$ cat config.mk
export PLATFORM = sky130hd
export DESIGN_NAME = csv_field_tokenizer_unit
export DESIGN_NICKNAME = d
export VERILOG_FILES = /design/src/rtl/csvft_pkg.sv /design/src/rtl/csv_field_tokenizer_unit.sv /design/src/rtl/csvft_in_stage.sv /design/src/rtl/csvft_parser.sv /design/src/rtl/csvft_out_stage.sv
export SDC_FILE = /design/constraint.sdc
export NUM_CORES = 1
export LEC_CHECK = 0
export ABC_AREA = 1
export BUFFER_PORTS_ARGS = -buffer_cell sky130_fd_sc_hd__buf_2
export CELL_PAD_IN_SITES_DETAIL_PLACEMENT = 0
export CELL_PAD_IN_SITES_GLOBAL_PLACEMENT = 1
export CORE_UTILIZATION = 42
export DETAILED_ROUTE_END_ITERATION = 16
export PLACE_DENSITY_LB_ADDON = 0.1
export REMOVE_ABC_BUFFERS = 1
export SYNTH_ARGS = -nofsm -noshare
export SYNTH_HDL_FRONTEND = slang
export SYNTH_SLANG_ARGS = --single-unit
$ cat constraint.sdc
create_clock -name i_clk -period 2.2 [get_ports i_clk]
set_input_delay 0.44 -clock i_clk [delete_from_list [all_inputs] [get_ports i_clk]]
set_output_delay 0.44 -clock i_clk [all_outputs]
set_load 0.1 [all_outputs]
$ cat src/rtl/csvft_pkg.sv
package csvft_pkg;

    localparam logic [7:0] CH_NUL   = 8'h00;
    localparam logic [7:0] CH_QUOTE = 8'h22;
    localparam logic [7:0] CH_COMMA = 8'h2C;
    localparam logic [7:0] CH_CR    = 8'h0D;
    localparam logic [7:0] CH_LF    = 8'h0A;

    typedef struct packed {
        logic       char_valid;
        logic [7:0] char_out;
        logic       field_end;
        logic       record_end;
        logic       syntax_error;
    } t_result;

    localparam t_result RESULT_NONE = '{
        char_valid: 1'b0, char_out: 8'h00, field_end: 1'b0,
        record_end: 1'b0, syntax_error: 1'b0
    };

endpackage

$ cat src/rtl/csv_field_tokenizer_unit.sv
// streaming csv field tokenizer, one text byte per word
// input channel: i_valid / o_stall with i_text_byte; a word is taken on a
//   rising edge with i_valid high and o_stall low
// output channel: o_valid / i_stall with o_char_valid, o_char_out,
//   o_field_end, o_record_end, o_syntax_error; taken with o_valid high and
//   i_stall low
// each byte gives one result word or none: a content byte, a field end
//   (with record end on lf) or a syntax error; cr outside quotes, nul,
//   opening and closing quotes and discarded bytes give no word
// path: a taken byte sits in the input register, then goes through parse
//   logic into the output register, where its result word is presented
// throughput: 1 byte per cycle unless stalled, set by the phase update
// reset (synchronous, i_rst_n low): both registers empty, parser back at
//   the start of a line
// when the receiver stalls, the result word holds and the pipeline freezes;
//   the input register takes one more byte before o_stall rises only if empty
module csv_field_tokenizer_unit (
    input  logic       i_clk,
    input  logic       i_rst_n,
    input  logic       i_valid,
    output logic       o_stall,
    input  logic [7:0] i_text_byte,
    output logic       o_valid,
    input  logic       i_stall,
    output logic       o_char_valid,
    output logic [7:0] o_char_out,
    output logic       o_field_end,
    output logic       o_record_end,
    output logic       o_syntax_error
);
    import csvft_pkg::*;

    logic       advance;
    logic       word_valid;
    logic [7:0] word;
    logic       step;
    logic       has_result;
    t_result    result;
    t_result    out_result;

    csvft_in_stage u_in (
        .i_clk        (i_clk),
        .i_rst_n      (i_rst_n),
        .i_valid      (i_valid),
        .i_text_byte  (i_text_byte),
        .i_advance    (advance),
        .o_stall      (o_stall),
        .o_word_valid (word_valid),
        .o_word       (word)
    );

    assign step = word_valid && advance;

    csvft_parser u_parser (
        .i_clk        (i_clk),
        .i_rst_n      (i_rst_n),
        .i_step       (step),
        .i_byte       (word),
        .o_has_result (has_result),
        .o_result     (result)
    );

    csvft_out_stage u_out (
        .i_clk        (i_clk),
        .i_rst_n      (i_rst_n),
        .i_load       (word_valid),
        .i_has_result (has_result),
        .i_result     (result),
        .i_stall      (i_stall),
        .o_advance    (advance),
        .o_valid      (o_valid),
        .o_result     (out_result)
    );

    assign o_char_valid   = out_result.char_valid;
    assign o_char_out     = out_result.char_out;
    assign o_field_end    = out_result.field_end;
    assign o_record_end   = out_result.record_end;
    assign o_syntax_error = out_result.syntax_error;

`ifndef ASSERT_OFF
    a_err_alone: assert property (@(posedge i_clk) disable iff (!i_rst_n)
        o_valid && o_syntax_error |-> !o_char_valid && !o_field_end && !o_record_end)
        else $error("syntax error word carries other marks");

    a_rec_has_field: assert property (@(posedge i_clk) disable iff (!i_rst_n)
        o_valid && o_record_end |-> o_field_end && !o_char_valid)
        else $error("record end without field end");

    a_char_zero: assert property (@(posedge i_clk) disable iff (!i_rst_n)
        o_valid && !o_char_valid |-> o_char_out == 8'h00)
        else $error("char_out nonzero on a mark word");

    a_reset_empty: assert property (@(posedge i_clk)
        !i_rst_n |=> !o_valid && !o_stall)
        else $error("pipeline not empty after reset");
`endif
endmodule

$ cat src/rtl/csvft_in_stage.sv
module csvft_in_stage (
    input  logic       i_clk,
    input  logic       i_rst_n,
    input  logic       i_valid,
    input  logic [7:0] i_text_byte,
    input  logic       i_advance,
    output logic       o_stall,
    output logic       o_word_valid,
    output logic [7:0] o_word
);
    logic       r_valid;
    logic [7:0] r_byte;

    // slot frees when the parse stage takes the word
    assign o_stall = r_valid && !i_advance;

    always_ff @(posedge i_clk) begin
        if (!i_rst_n) begin
            r_valid <= 1'b0;
        end else if (!o_stall) begin
            r_valid <= i_valid;
        end
    end

    always_ff @(posedge i_clk) begin
        if (!o_stall) begin
            r_byte <= i_text_byte;
        end
    end

    assign o_word_valid = r_valid;
    assign o_word       = r_byte;
endmodule

$ cat src/rtl/csvft_parser.sv
module csvft_parser (
    input  logic                i_clk,
    input  logic                i_rst_n,
    input  logic                i_step,
    input  logic [7:0]          i_byte,
    output logic                o_has_result,
    output csvft_pkg::t_result  o_result
);
    import csvft_pkg::*;

    typedef enum logic [2:0] {
        PH_LINE_START = 3'd0,
        PH_UNQUOTED   = 3'd1,
        PH_QUOTED     = 3'd2,
        PH_AFTER_SEP  = 3'd3,
        PH_QUOTE_SEEN = 3'd4,
        PH_DISCARD    = 3'd5
    } t_phase;

    t_phase  r_phase;
    t_phase  n_phase;
    logic    has;
    t_result res;
    t_result content;
    t_result fend;
    t_result rend;
    t_result serr;

    always_comb begin
        content            = RESULT_NONE;
        content.char_valid = 1'b1;
        content.char_out   = i_byte;
        fend               = RESULT_NONE;
        fend.field_end     = 1'b1;
        rend               = fend;
        rend.record_end    = 1'b1;
        serr               = RESULT_NONE;
        serr.syntax_error  = 1'b1;

        n_phase = r_phase;
        has     = 1'b0;
        res     = RESULT_NONE;

        // terminator byte is never data, ignored everywhere
        if (i_byte != CH_NUL) begin
            unique case (r_phase)
                PH_LINE_START, PH_AFTER_SEP: begin
                    priority if (i_byte == CH_QUOTE) begin
                        n_phase = PH_QUOTED;
                    end else if (i_byte == CH_CR) begin
                        n_phase = r_phase;
                    end else if (i_byte == CH_COMMA) begin
                        n_phase = PH_AFTER_SEP;
                        has     = 1'b1;
                        res     = fend;
                    end else if (i_byte == CH_LF) begin
                        n_phase = PH_LINE_START;
                        has     = 1'b1;
                        // empty line is an error, lf after comma ends an empty field
                        res     = (r_phase == PH_LINE_START) ? serr : rend;
                    end else begin
                        n_phase = PH_UNQUOTED;
                        has     = 1'b1;
                        res     = content;
                    end
                end
                PH_UNQUOTED: begin
                    priority if (i_byte == CH_CR) begin
                        n_phase = r_phase;
                    end else if (i_byte == CH_COMMA) begin
                        n_phase = PH_AFTER_SEP;
                        has     = 1'b1;
                        res     = fend;
                    end else if (i_byte == CH_LF) begin
                        n_phase = PH_LINE_START;
                        has     = 1'b1;
                        res     = rend;
                    end else begin
                        has = 1'b1;
                        res = content;
                    end
                end
                PH_QUOTED: begin
                    if (i_byte == CH_QUOTE) begin
                        n_phase = PH_QUOTE_SEEN;
                    end else begin
                        has = 1'b1;
                        res = content;
                    end
                end
                PH_QUOTE_SEEN: begin
                    priority if (i_byte == CH_CR) begin
                        n_phase = r_phase;
                    end else if (i_byte == CH_QUOTE) begin
                        // doubled quote is one literal quote
                        n_phase = PH_QUOTED;
                        has     = 1'b1;
                        res     = content;
                    end else if (i_byte == CH_COMMA) begin
                        n_phase = PH_AFTER_SEP;
                        has     = 1'b1;
                        res     = fend;
                    end else if (i_byte == CH_LF) begin
                        n_phase = PH_LINE_START;
                        has     = 1'b1;
                        res     = rend;
                    end else begin
                        n_phase = PH_DISCARD;
                        has     = 1'b1;
                        res     = serr;
                    end
                end
                default: begin
                    // discarding, unused codes too
                    if (i_byte == CH_LF) begin
                        n_phase = PH_LINE_START;
                    end
                end
            endcase
        end
    end

    always_ff @(posedge i_clk) begin
        if (!i_rst_n) begin
            r_phase <= PH_LINE_START;
        end else if (i_step) begin
            r_phase <= n_phase;
        end
    end

    assign o_has_result = has;
    assign o_result     = res;
endmodule

$ cat src/rtl/csvft_out_stage.sv
module csvft_out_stage (
    input  logic                i_clk,
    input  logic                i_rst_n,
    input  logic                i_load,
    input  logic                i_has_result,
    input  csvft_pkg::t_result  i_result,
    input  logic                i_stall,
    output logic                o_advance,
    output logic                o_valid,
    output csvft_pkg::t_result  o_result
);
    import csvft_pkg::*;

    logic    r_valid;
    t_result r_result;

    // register is free when empty or being taken this cycle
    assign o_advance = !r_valid || !i_stall;

    always_ff @(posedge i_clk) begin
        if (!i_rst_n) begin
            r_valid <= 1'b0;
        end else if (o_advance) begin
            r_valid <= i_load && i_has_result;
        end
    end

    always_ff @(posedge i_clk) begin
        if (o_advance) begin
            r_result <= i_result;
        end
    end

    assign o_valid  = r_valid;
    assign o_result = r_result;
endmodule

==> impl_metrics.xml, run 1 <==
<?xml version="1.0" encoding="UTF-8"?>
<metrics>
  <group name="timing">
    <metric name="final.min_clock_period" unit="ns">1.66</metric>
    <metric name="timing.final.ws_setup" unit="ns">0.538</metric>
    <metric name="slew_headroom" unit="">0.678</metric>
    <metric name="final_hold_viol_count" unit="">0</metric>
    <metric name="drv_slew" unit="">0</metric>
    <metric name="fin_crit_sh" unit="">0.756</metric>
    <metric name="clock-skew-final" unit="ns">0.00336</metric>
    <metric name="achievable-frequency" unit="MHz">602</metric>
    <metric name="setup_viol" unit="">0</metric>
    <metric name="rsz0062_at_grt" unit="">false</metric>
    <metric name="max_slew.worst_pin.slew" unit="ns">0.486</metric>
  </group>
  <group name="layout">
    <metric name="finish.utilization" unit="">0.531</metric>
    <metric name="area_growth_syn_to_layout" unit="%">16.3</metric>
    <metric name="postLayoutCellArea" unit="mm²">0.00152</metric>
    <metric name="final_cell_count_no_fill" unit="">220</metric>
    <metric name="layout_common_cells" unit="">37 x nand2_1, 27 x nor2_1, 25 x inv_1, 24 x buf_2, 20 x edfxtp_1</metric>
    <metric name="antennaDiodeCount" unit="">0</metric>
    <metric name="layout.cells.most_common" unit="">nand2_1</metric>
    <metric name="num-nets-final" unit="">202</metric>
    <metric name="layout-drive-gt1-share" unit="">0.222</metric>
  </group>
  <group name="setup_path">
    <metric name="crit_chain" unit="">inv_1, nand2_1, nor2_1, nand2_1, nand2_1, nor2_1, a21oi_1, nor3_1</metric>
    <metric name="cp_max_fo" unit="">7</metric>
    <metric name="dominant_cell_type_by_count_on_the_critical_path" unit="">nand2_1</metric>
    <metric name="crit_path_kind" unit="">register to register</metric>
    <metric name="critPathLaunchType" unit="">register</metric>
    <metric name="critPathMaxStageDelay" unit="ns">0.46</metric>
    <metric name="critPathRequiredTime" unit="ns">2.28</metric>
    <metric name="arrival" unit="ns">1.74</metric>
    <metric name="r2r_setup_slack" unit="ns">0.54</metric>
    <metric name="timing.critical_path.buf_inv" unit="">1</metric>
    <metric name="worst_path_dominant_cell_family" unit="">simple AND/OR/NAND/NOR gates</metric>
    <metric name="critPathSlowestCell" unit="">edfxtp_1</metric>
    <metric name="timing.critical_path.to_type" unit="">register</metric>
  </group>
  <group name="clock_tree">
    <metric name="holdBufCountCts" unit="">0</metric>
    <metric name="max-clock-path-buffers" unit="">2</metric>
    <metric name="post_cts_buffers" unit="">0</metric>
    <metric name="cts-root-buf" unit="">clkbuf_4</metric>
    <metric name="clock_sinks" unit="">25</metric>
    <metric name="cts_h_tree_lvls" unit="">1</metric>
    <metric name="post_cts_resize_count" unit="">0</metric>
    <metric name="worstSkewPairLatency" unit="ns">0.32</metric>
    <metric name="clk_transition_reported_paths" unit="ns">0.14</metric>
    <metric name="numCtsBuffers" unit="">3</metric>
    <metric name="clock_tree_from_tritoncts" unit="">yes</metric>
  </group>
  <group name="floorplan">
    <metric name="dieArea" unit="mm²">0.00333</metric>
    <metric name="initial_utilization" unit="">0.457</metric>
    <metric name="floorplan.rows" unit="">19</metric>
    <metric name="die_span_in_y" unit="µm">57.7</metric>
    <metric name="floorplan.io_pins" unit="">26</metric>
    <metric name="die_w" unit="µm">57.7</metric>
    <metric name="fp.coreArea" unit="mm²">0.00285</metric>
  </group>
  <group name="synthesis">
    <metric name="syn_area_per_cell" unit="µm²">8.19</metric>
    <metric name="total_number_of_yosys_warnings" unit="">0</metric>
    <metric name="ys_async_sr_fraction" unit="">0</metric>
    <metric name="synth_top_flop_cell" unit="">edfxtp_1</metric>
    <metric name="synth_seq_area_share" unit="">0.538</metric>
    <metric name="synthesis.instances" unit="">159</metric>
    <metric name="synth.ff_latch_count" unit="">25</metric>
    <metric name="synth_edf_count" unit="">20</metric>
    <metric name="synthesis.area" unit="mm²">0.00130</metric>
    <metric name="synth_cell_types" unit="">20</metric>
  </group>
  <group name="global_routing">
    <metric name="gr-usage-all-layers" unit="">0.165</metric>
    <metric name="global_route_wire_length_before_repair" unit="µm">4200</metric>
    <metric name="grt_antenna_before_repair" unit="">0</metric>
    <metric name="gr-total-overflow" unit="">0</metric>
    <metric name="grt_start_max_net_pins" unit="">16</metric>
    <metric name="grt_pass1_vias" unit="">994</metric>
  </group>
  <group name="place">
    <metric name="placed_cells" unit="">216</metric>
    <metric name="postPlaceCellArea" unit="mm²">0.00149</metric>
    <metric name="finalWeightedCongestion" unit="">0.923</metric>
    <metric name="buffer_ports.inserted" unit="">25</metric>
    <metric name="place.detailed.hpwl" unit="µm">2050</metric>
    <metric name="pre_cts_setup_slack" unit="ns">0.568</metric>
  </group>
  <group name="detailed_routing">
    <metric name="avgViaCountPerCell" unit="">5.00</metric>
    <metric name="drt-wirelength-per-cell" unit="µm">11.5</metric>
    <metric name="drtPass1Iterations" unit="">10</metric>
    <metric name="drtIter0Drc" unit="">46</metric>
    <metric name="drt_wl_total" unit="µm">2520</metric>
    <metric name="antenna_violating_nets_post_route" unit="">0</metric>
    <metric name="vias" unit="">1099</metric>
    <metric name="drc" unit="">1</metric>
  </group>
  <group name="power">
    <metric name="total_power" unit="mW">1.00</metric>
    <metric name="cellPowerDensity" unit="mW/mm²">663</metric>
    <metric name="total_leakage_power" unit="nW">0.717</metric>
    <metric name="vdd_drop_max" unit="mV">0.294</metric>
  </group>
  <group name="run_status">
    <metric name="violations_in_the_final_reports" unit="">DRC</metric>
    <metric name="run_status" unit="">finished with violations</metric>
  </group>
  <group name="hold_path">
    <metric name="hold_path.class" unit="">input pin to register</metric>
  </group>
  <group name="flow_run">
    <metric name="maxCapViolCount" unit="">0</metric>
  </group>
</metrics>
[worst paths after layout]
path / startpoint / end / depth (start not counted)
setup reg to reg: u_in.o_word[0] / u_out.o_result[4] / 8
setup / recovery: u_in.o_word[0] / u_out.o_result[4] / 8
hold / removal: i_text_byte[0] / u_in.o_word[0] / 1
hold reg to reg: u_parser.r_phase[0] / u_parser.r_phase[0] / 2
[cells by family (layout without fill, tap and decap cells)]
logic type	count (synthesis)	in the layout	share of synthesized area
simple gates	88	88	0.296
buf+inv	27	57	0.0836
flops	25	25	0.538
compound gates	19	19	0.0826
[cells in the mapped netlist, types with 3 or more instances]
master | instances | area, µm²
edfxtp_1 | 20 | 601
o21ai_0 | 5 | 25.0
nor2_2 | 3 | 18.8
inv_1 | 25 | 93.8
nand2_2 | 3 | 18.8
a21oi_1 | 9 | 45.0
dfxtp_1 | 5 | 100
nand2_1 | 37 | 139
nor2_1 | 27 | 101
nand3_1 | 11 | 55.1
[worst reg2reg max path, cell delays in order (launching register included)]
cell and delay [ns]:
edfxtp_1 0.46, inv_1 0.12, nand2_1 0.07, nor2_1 0.12
nand2_1 0.17, nand2_1 0.15, nor2_1 0.08, a21oi_1 0.18
nor3_1 0.07
[cell type report]
type / count / area, µm²
inverter: 26 / 97.6
clock buffer: 3 / 22.5
clock inverter: 1 / 7.51
multi-input combinational: 107 / 493
sequential: 25 / 701
fill: 289 / 1340
timing repair buffer: 27 / 155
tap: 31 / 38.8
[stage by stage]
step                      TNS [ns]  hold WS, ns
after global routing             0        0.259
final                            0        0.285
after detailed placement         0        0.538
after global placement           0        0.531
after floorplan             -14.33        0.488
after CTS                        0        0.279
[per-layer routing]
metal	up-vias	routed length [µm]	GRT usage
li1	578	-	-
met1	473	1200	0.221
met2	39	1100	0.266
met3	9	130	0.0268
met4	0	88	0.0748
met5	-	0	0
[sequential cells by signal, summed over array words and instances (netlist names)]
register and count:
u_out.o_result 12, u_in.o_word 8, u_out.o_valid 1, u_parser.r_phase 3
u_in.o_word_valid 1
[power by group]
part / leakage, nW / internal (mW) / switching [mW] / total [mW]
sequential: 0.255 / 0.542 / 0.0136 / 0.556
combinational: 0.448 / 0.0429 / 0.193 / 0.236
clock: 0.0139 / 0.0694 / 0.143 / 0.213
total: 0.717 / 0.654 / 0.350 / 1.00
Power figures use the tool's default switching activity.
==> run 2, diff against run 1 <==
- CORE_UTILIZATION: 42 -> 35
- clock period: 2.2 -> 1.5 ns (I/O delays scaled with it)
==> run 2 against run 1 <==
Against the previous run: the run ends with setup timing left; global-route usage fell by 1.0 points; utilization rose by 0.54 points; die area rose by 19%; cell count rose by 19%; clock skew fell by 0.0015 ns; via count rose by 10%; non-clock buffer count rose by 26; sequential power rose by 47%; worst setup slack got worse by 0.57 ns; clock power rose by 92%.
==> impl_metrics.xml, run 2 (synthesis results as in run 1) <==
<?xml version="1.0" encoding="UTF-8"?>
<metrics>
  <group name="power">
    <metric name="cellPowerDensity" unit="mW/mm²">884</metric>
    <metric name="total_power" unit="mW">1.63</metric>
    <metric name="vdd_drop_max" unit="mV">0.499</metric>
    <metric name="total_leakage_power" unit="nW">0.860</metric>
  </group>
  <group name="timing">
    <metric name="timing.hold.ws" unit="ns">0.199</metric>
    <metric name="final.min_clock_period" unit="ns">1.53</metric>
    <metric name="max_slew.worst_pin.slew" unit="ns">0.489</metric>
    <metric name="final_hold_viol_count" unit="">0</metric>
    <metric name="setup_viol" unit="">3</metric>
    <metric name="rsz0062_at_grt" unit="">true</metric>
    <metric name="drv_slew" unit="">0</metric>
    <metric name="achievable-frequency" unit="MHz">652</metric>
    <metric name="fin_crit_sh" unit="">1.02</metric>
    <metric name="slew_headroom" unit="">0.676</metric>
    <metric name="fin_setup_tns" unit="ns">-0.0592</metric>
    <metric name="timing.final.ws_setup" unit="ns">-0.0347</metric>
    <metric name="clock-skew-final" unit="ns">0.00188</metric>
  </group>
  <group name="detailed_routing">
    <metric name="drc" unit="">0</metric>
    <metric name="drt-wirelength-per-cell" unit="µm">11.5</metric>
    <metric name="drtIter0Drc" unit="">52</metric>
    <metric name="vias" unit="">1209</metric>
    <metric name="antenna_violating_nets_post_route" unit="">0</metric>
    <metric name="drtPass1Iterations" unit="">4</metric>
    <metric name="avgViaCountPerCell" unit="">4.63</metric>
    <metric name="drt_wl_total" unit="µm">3010</metric>
  </group>
  <group name="global_routing">
    <metric name="global_route_wire_length_before_repair" unit="µm">4790</metric>
    <metric name="gr-total-overflow" unit="">0</metric>
    <metric name="gr-usage-all-layers" unit="">0.155</metric>
    <metric name="grt_start_max_net_pins" unit="">16</metric>
    <metric name="grt_pass1_vias" unit="">1169</metric>
    <metric name="grt_antenna_before_repair" unit="">0</metric>
  </group>
  <group name="setup_path">
    <metric name="critPathLaunchType" unit="">register</metric>
    <metric name="timing.critical_path.to_type" unit="">register</metric>
    <metric name="dominant_cell_type_by_count_on_the_critical_path" unit="">nand2_2</metric>
    <metric name="arrival" unit="ns">1.57</metric>
    <metric name="cp_max_fo" unit="">5</metric>
    <metric name="critPathMaxStageDelay" unit="ns">0.48</metric>
    <metric name="r2r_setup_slack" unit="ns">-0.03</metric>
    <metric name="crit_path_kind" unit="">register to register</metric>
    <metric name="critPathRequiredTime" unit="ns">1.53</metric>
    <metric name="critPathSlowestCell" unit="">edfxtp_1</metric>
    <metric name="timing.critical_path.buf_inv" unit="">1</metric>
    <metric name="crit_chain" unit="">inv_2, nand2_1, nor2_1, nand2_2, nand2_2, nand2_2, nand2_2, nor2_1, o21a_1</metric>
    <metric name="worst_path_dominant_cell_family" unit="">simple AND/OR/NAND/NOR gates</metric>
  </group>
  <group name="floorplan">
    <metric name="initial_utilization" unit="">0.378</metric>
    <metric name="die_w" unit="µm">63.0</metric>
    <metric name="dieArea" unit="mm²">0.00397</metric>
    <metric name="floorplan.rows" unit="">21</metric>
    <metric name="die_span_in_y" unit="µm">63.0</metric>
    <metric name="floorplan.io_pins" unit="">26</metric>
    <metric name="fp.coreArea" unit="mm²">0.00344</metric>
  </group>
  <group name="run_status">
    <metric name="violations_in_the_final_reports" unit="">setup timing</metric>
    <metric name="run_status" unit="">finished with violations</metric>
  </group>
  <group name="clock_tree">
    <metric name="cts-root-buf" unit="">clkbuf_8</metric>
    <metric name="clk_transition_reported_paths" unit="ns">0.09</metric>
    <metric name="worstSkewPairLatency" unit="ns">0.27</metric>
    <metric name="max-clock-path-buffers" unit="">2</metric>
    <metric name="clock_tree_from_tritoncts" unit="">yes</metric>
    <metric name="numCtsBuffers" unit="">3</metric>
    <metric name="clock_sinks" unit="">25</metric>
    <metric name="cts_h_tree_lvls" unit="">1</metric>
  </group>
  <group name="place">
    <metric name="finalWeightedCongestion" unit="">0.890</metric>
    <metric name="place.detailed.hpwl" unit="µm">2240</metric>
    <metric name="buffer_ports.inserted" unit="">25</metric>
  </group>
  <group name="layout">
    <metric name="layout.cells.most_common" unit="">nand2_1</metric>
    <metric name="layout_common_cells" unit="">29 x nand2_1, 26 x buf_4, 24 x buf_2, 20 x nor2_1, 20 x edfxtp_1</metric>
    <metric name="multi_input_comb_area" unit="µm²">583</metric>
    <metric name="antennaDiodeCount" unit="">0</metric>
    <metric name="fillers" unit="">318</metric>
    <metric name="layout-drive-gt1-share" unit="">0.442</metric>
    <metric name="area_growth_syn_to_layout" unit="%">41.8</metric>
    <metric name="num-nets-final" unit="">228</metric>
    <metric name="finish.utilization" unit="">0.537</metric>
    <metric name="register_area" unit="µm²">702</metric>
    <metric name="largest_register_ffs" unit="">12</metric>
  </group>
  <group name="flow_run">
    <metric name="maxCapViolCount" unit="">0</metric>
  </group>
  <group name="hold_path">
    <metric name="hold_path.class" unit="">input pin to register</metric>
  </group>
</metrics>
-- run 2: cell count changes in the layout (fill, tap and decap cells not counted), sizes merged --
cell | before | now
buf | 27 | 53
-- run 2: layer usage --
| layer | GRT usage | wire length, µm |
|---|---|---|
| met4 | 0.0901 | 85 |
| met2 | 0.257 | 1410 |
| met3 | 0.0347 | 155 |
| met5 | 0 | 0 |
| met1 | 0.182 | 1360 |
-- run 2: timing repair --
action / 4_1_cts / 5_1_grt
hold buffers: 0 / 0
cloned: 0 / 0
endpoints found under the hold margin: 0 / 0
setup buffers: 5 / 2
resized for setup: 5 / 33
setup endpoints to repair: 8 / 14
pin swaps: 2 / 8
-- run 2: power breakdown --
group	switching, mW	internal, mW	total (mW)
sequential	0.0212	0.795	0.816
clock	0.220	0.188	0.408
combinational	0.307	0.101	0.408
total	0.548	1.08	1.63
-- run 2: worst paths after layout --
| path | start | endpoint | cells past startpoint |
|---|---|---|---|
| setup reg to reg | u_in.o_word[3] | u_out.o_result[5] | 9 |
| hold reg to reg | u_parser.r_phase[2] | u_parser.r_phase[2] | 2 |
| hold / removal | i_text_byte[5] | u_in.o_word[5] | 1 |
| setup / recovery | u_in.o_word[3] | u_out.o_result[5] | 9 |
-- run 2: area by class of cell --
class | count | area share
Tap cell | 46 | 0.0312
Timing Repair Buffer | 53 | 0.194
Clock inverter | 1 | 0.00407
Sequential cell | 25 | 0.380
Clock buffer | 3 | 0.0224
Inverter | 26 | 0.0528
Multi-Input combinational cell | 107 | 0.316
-- run 2: through the flow --
step | instance area [µm²] | std cells | worst slack (ns)
final | 1850 | 261 | -0.0347
after global routing | 1850 | 261 | -0.124
after CTS | 1740 | 259 | -0.0154
after detailed placement | 1650 | 250 | -0.0732
after global placement | 1650 | 250 | -0.0341
after floorplan | 1290 | 158 | -2.23
==> run 3, diff against run 2 <==
- CAP_MARGIN: not set -> 20
- SKIP_CTS_REPAIR_TIMING: not set -> 1
==> run 3 against run 2 <==
Against the previous run: the run still ends with setup timing left; first-iteration DRC count increased by 3.8%; worst hold slack worse by 0.0022 ns; maximum frequency rose by 2.0%; critical path depth is 1 lower; worst setup slack gained 0.030 ns; sequential share of layout area grew 0.39 points; clock skew about the same; power decreased by 0.43%; utilization decreased by 0.55 points; cell count fell by 1.1%; register-to-register slack better by 0.03 ns.
==> impl_metrics.xml, run 3 (synthesis results as in run 1) <==
<?xml version="1.0" encoding="UTF-8"?>
<metrics>
  <group name="flow_run">
    <metric name="maxCapViolCount" unit="">0</metric>
  </group>
  <group name="power">
    <metric name="p_switching" unit="mW">0.547</metric>
    <metric name="internal_power_consumption" unit="mW">1.08</metric>
    <metric name="power.share.switching" unit="">0.336</metric>
    <metric name="vdd_drop_max" unit="mV">0.498</metric>
    <metric name="total_leakage_power" unit="nW">0.844</metric>
    <metric name="power_frac_comb" unit="">0.246</metric>
    <metric name="cellPowerDensity" unit="mW/mm²">889</metric>
    <metric name="clockPowerShare" unit="">0.252</metric>
    <metric name="seqPwrFrac" unit="">0.502</metric>
  </group>
  <group name="layout">
    <metric name="layout-drive-gt1-share" unit="">0.443</metric>
    <metric name="antennaDiodeCount" unit="">0</metric>
    <metric name="postLayoutCellArea" unit="mm²">0.00183</metric>
    <metric name="num-nets-final" unit="">225</metric>
    <metric name="layout_common_cells" unit="">28 x nand2_1, 24 x buf_2, 21 x buf_4, 20 x edfxtp_1, 19 x nor2_1</metric>
    <metric name="area_growth_syn_to_layout" unit="%">40.3</metric>
    <metric name="largest_register_ffs" unit="">12</metric>
    <metric name="layout.cells.most_common" unit="">nand2_1</metric>
  </group>
  <group name="timing">
    <metric name="clock-skew-final" unit="ns">0.00223</metric>
    <metric name="final_hold_viol_count" unit="">0</metric>
    <metric name="achievable-frequency" unit="MHz">664</metric>
    <metric name="drv_slew" unit="">0</metric>
    <metric name="timing.hold.ws" unit="ns">0.197</metric>
    <metric name="rsz0062_at_grt" unit="">true</metric>
    <metric name="fin_crit_sh" unit="">1.00</metric>
    <metric name="max_slew.worst_pin.slew" unit="ns">0.489</metric>
    <metric name="final.min_clock_period" unit="ns">1.50</metric>
    <metric name="slew_headroom" unit="">0.676</metric>
    <metric name="fin_setup_tns" unit="ns">-0.00494</metric>
    <metric name="setup_viol" unit="">1</metric>
    <metric name="timing.final.ws_setup" unit="ns">-0.00494</metric>
  </group>
  <group name="setup_path">
    <metric name="crit_chain" unit="">buf_6, nor2_4, nand2_2, nor2_4, buf_6, buf_4, nor2_1, o21a_1</metric>
    <metric name="timing.critical_path.to_type" unit="">register</metric>
    <metric name="cp_max_fo" unit="">4</metric>
    <metric name="timing.critical_path.buf_inv" unit="">3</metric>
    <metric name="critPathRequiredTime" unit="ns">1.53</metric>
    <metric name="critPathMaxStageDelay" unit="ns">0.43</metric>
    <metric name="worst_path_dominant_cell_family" unit="">flip-flops</metric>
    <metric name="critPathSlowestCell" unit="">edfxtp_1</metric>
    <metric name="crit_path_kind" unit="">register to register</metric>
    <metric name="critPathLaunchType" unit="">register</metric>
    <metric name="arrival" unit="ns">1.54</metric>
  </group>
  <group name="global_routing">
    <metric name="global_route_wire_length_before_repair" unit="µm">4680</metric>
    <metric name="use_met3" unit="">0.0347</metric>
    <metric name="met1_usage" unit="">0.179</metric>
    <metric name="grt_pass1_vias" unit="">1145</metric>
    <metric name="gr-usage-all-layers" unit="">0.151</metric>
    <metric name="grt_antenna_before_repair" unit="">0</metric>
    <metric name="grt_start_max_net_pins" unit="">16</metric>
    <metric name="met2_usage" unit="">0.247</metric>
    <metric name="globalRoute.busiestLayer" unit="">met2</metric>
    <metric name="gr-total-overflow" unit="">0</metric>
  </group>
  <group name="clock_tree">
    <metric name="clk_transition_reported_paths" unit="ns">0.09</metric>
    <metric name="cts-root-buf" unit="">clkbuf_8</metric>
    <metric name="numCtsBuffers" unit="">3</metric>
    <metric name="clock_sinks" unit="">25</metric>
    <metric name="worstSkewPairLatency" unit="ns">0.27</metric>
    <metric name="clock_tree_from_tritoncts" unit="">yes</metric>
    <metric name="max-clock-path-buffers" unit="">2</metric>
    <metric name="cts_h_tree_lvls" unit="">1</metric>
  </group>
  <group name="floorplan">
    <metric name="die_span_in_y" unit="µm">63.0</metric>
    <metric name="floorplan.rows" unit="">21</metric>
    <metric name="initial_utilization" unit="">0.378</metric>
    <metric name="floorplan.io_pins" unit="">26</metric>
    <metric name="die_w" unit="µm">63.0</metric>
    <metric name="dieArea" unit="mm²">0.00397</metric>
    <metric name="fp.coreArea" unit="mm²">0.00344</metric>
  </group>
  <group name="detailed_routing">
    <metric name="antenna_violating_nets_post_route" unit="">0</metric>
    <metric name="drc" unit="">0</metric>
    <metric name="drtIter0Drc" unit="">54</metric>
    <metric name="drtPass1Iterations" unit="">4</metric>
    <metric name="drt-wirelength-per-cell" unit="µm">11.2</metric>
    <metric name="avgViaCountPerCell" unit="">4.68</metric>
    <metric name="drt_wl_total" unit="µm">2880</metric>
    <metric name="vias" unit="">1207</metric>
  </group>
  <group name="place">
    <metric name="place.detailed.hpwl" unit="µm">2240</metric>
    <metric name="finalWeightedCongestion" unit="">0.890</metric>
    <metric name="postPlaceCellArea" unit="mm²">0.00165</metric>
    <metric name="buffer_ports.inserted" unit="">25</metric>
  </group>
  <group name="run_status">
    <metric name="run_status" unit="">finished with violations</metric>
    <metric name="violations_in_the_final_reports" unit="">setup timing</metric>
  </group>
  <group name="hold_path">
    <metric name="hold_path.class" unit="">input pin to register</metric>
  </group>
</metrics>
==> run 3: changes by cell type in the layout (fill, tap and decap cells not counted), sizes merged <==
cell  delta
buf      -3
==> run 3: layer usage <==
layer	wire [µm]	vias to the layer above
met1	1300	538
met3	160	8
met5	0	-
met2	1350	41
li1	-	620
met4	72	0
==> run 3: final cells by class <==
cell class / count / area [µm²]
Clock buffer: 3 / 41.3
Fill cell: 323 / 1610
Inverter: 26 / 97.6
Clock inverter: 1 / 7.51
Sequential cell: 25 / 702
Tap cell: 46 / 57.6
Timing Repair Buffer: 50 / 343
Multi-Input combinational cell: 107 / 579
==> run 3: per-stage QoR <==
stage | utilization | power, mW | setup slack (ns) | instances
floorplan | - | 1.12 | -2.23 | 158
global placement | 0.478 | 1.20 | -0.0341 | 250
detailed placement | 0.478 | 1.20 | -0.0732 | 250
CTS | 0.493 | 1.61 | -0.0912 | 254
global route | 0.531 | 1.69 | -0.0935 | 258
finish | 0.531 | 1.63 | -0.00494 | 258
==> run 3: worst paths after layout <==
path	cells past startpoint	slack (ns)	to	start
max	8	-0.005	u_out.o_result[5]	u_in.o_word[0]
max reg2reg	8	-0.005	u_out.o_result[5]	u_in.o_word[0]
min reg2reg	2	0.53	u_parser.r_phase[2]	u_parser.r_phase[2]
min	1	0.20	u_in.o_word[5]	i_text_byte[5]
==> run 3: power groups by stage <==
stage               clock network [mW]  logic (mW)  registers (mW)
floorplan                            0      0.0830            1.03
global placement                     0       0.374           0.829
detailed placement                   0       0.374           0.830
CTS                              0.422       0.375           0.814
global route                     0.446       0.420           0.820
finish                           0.410       0.400           0.816
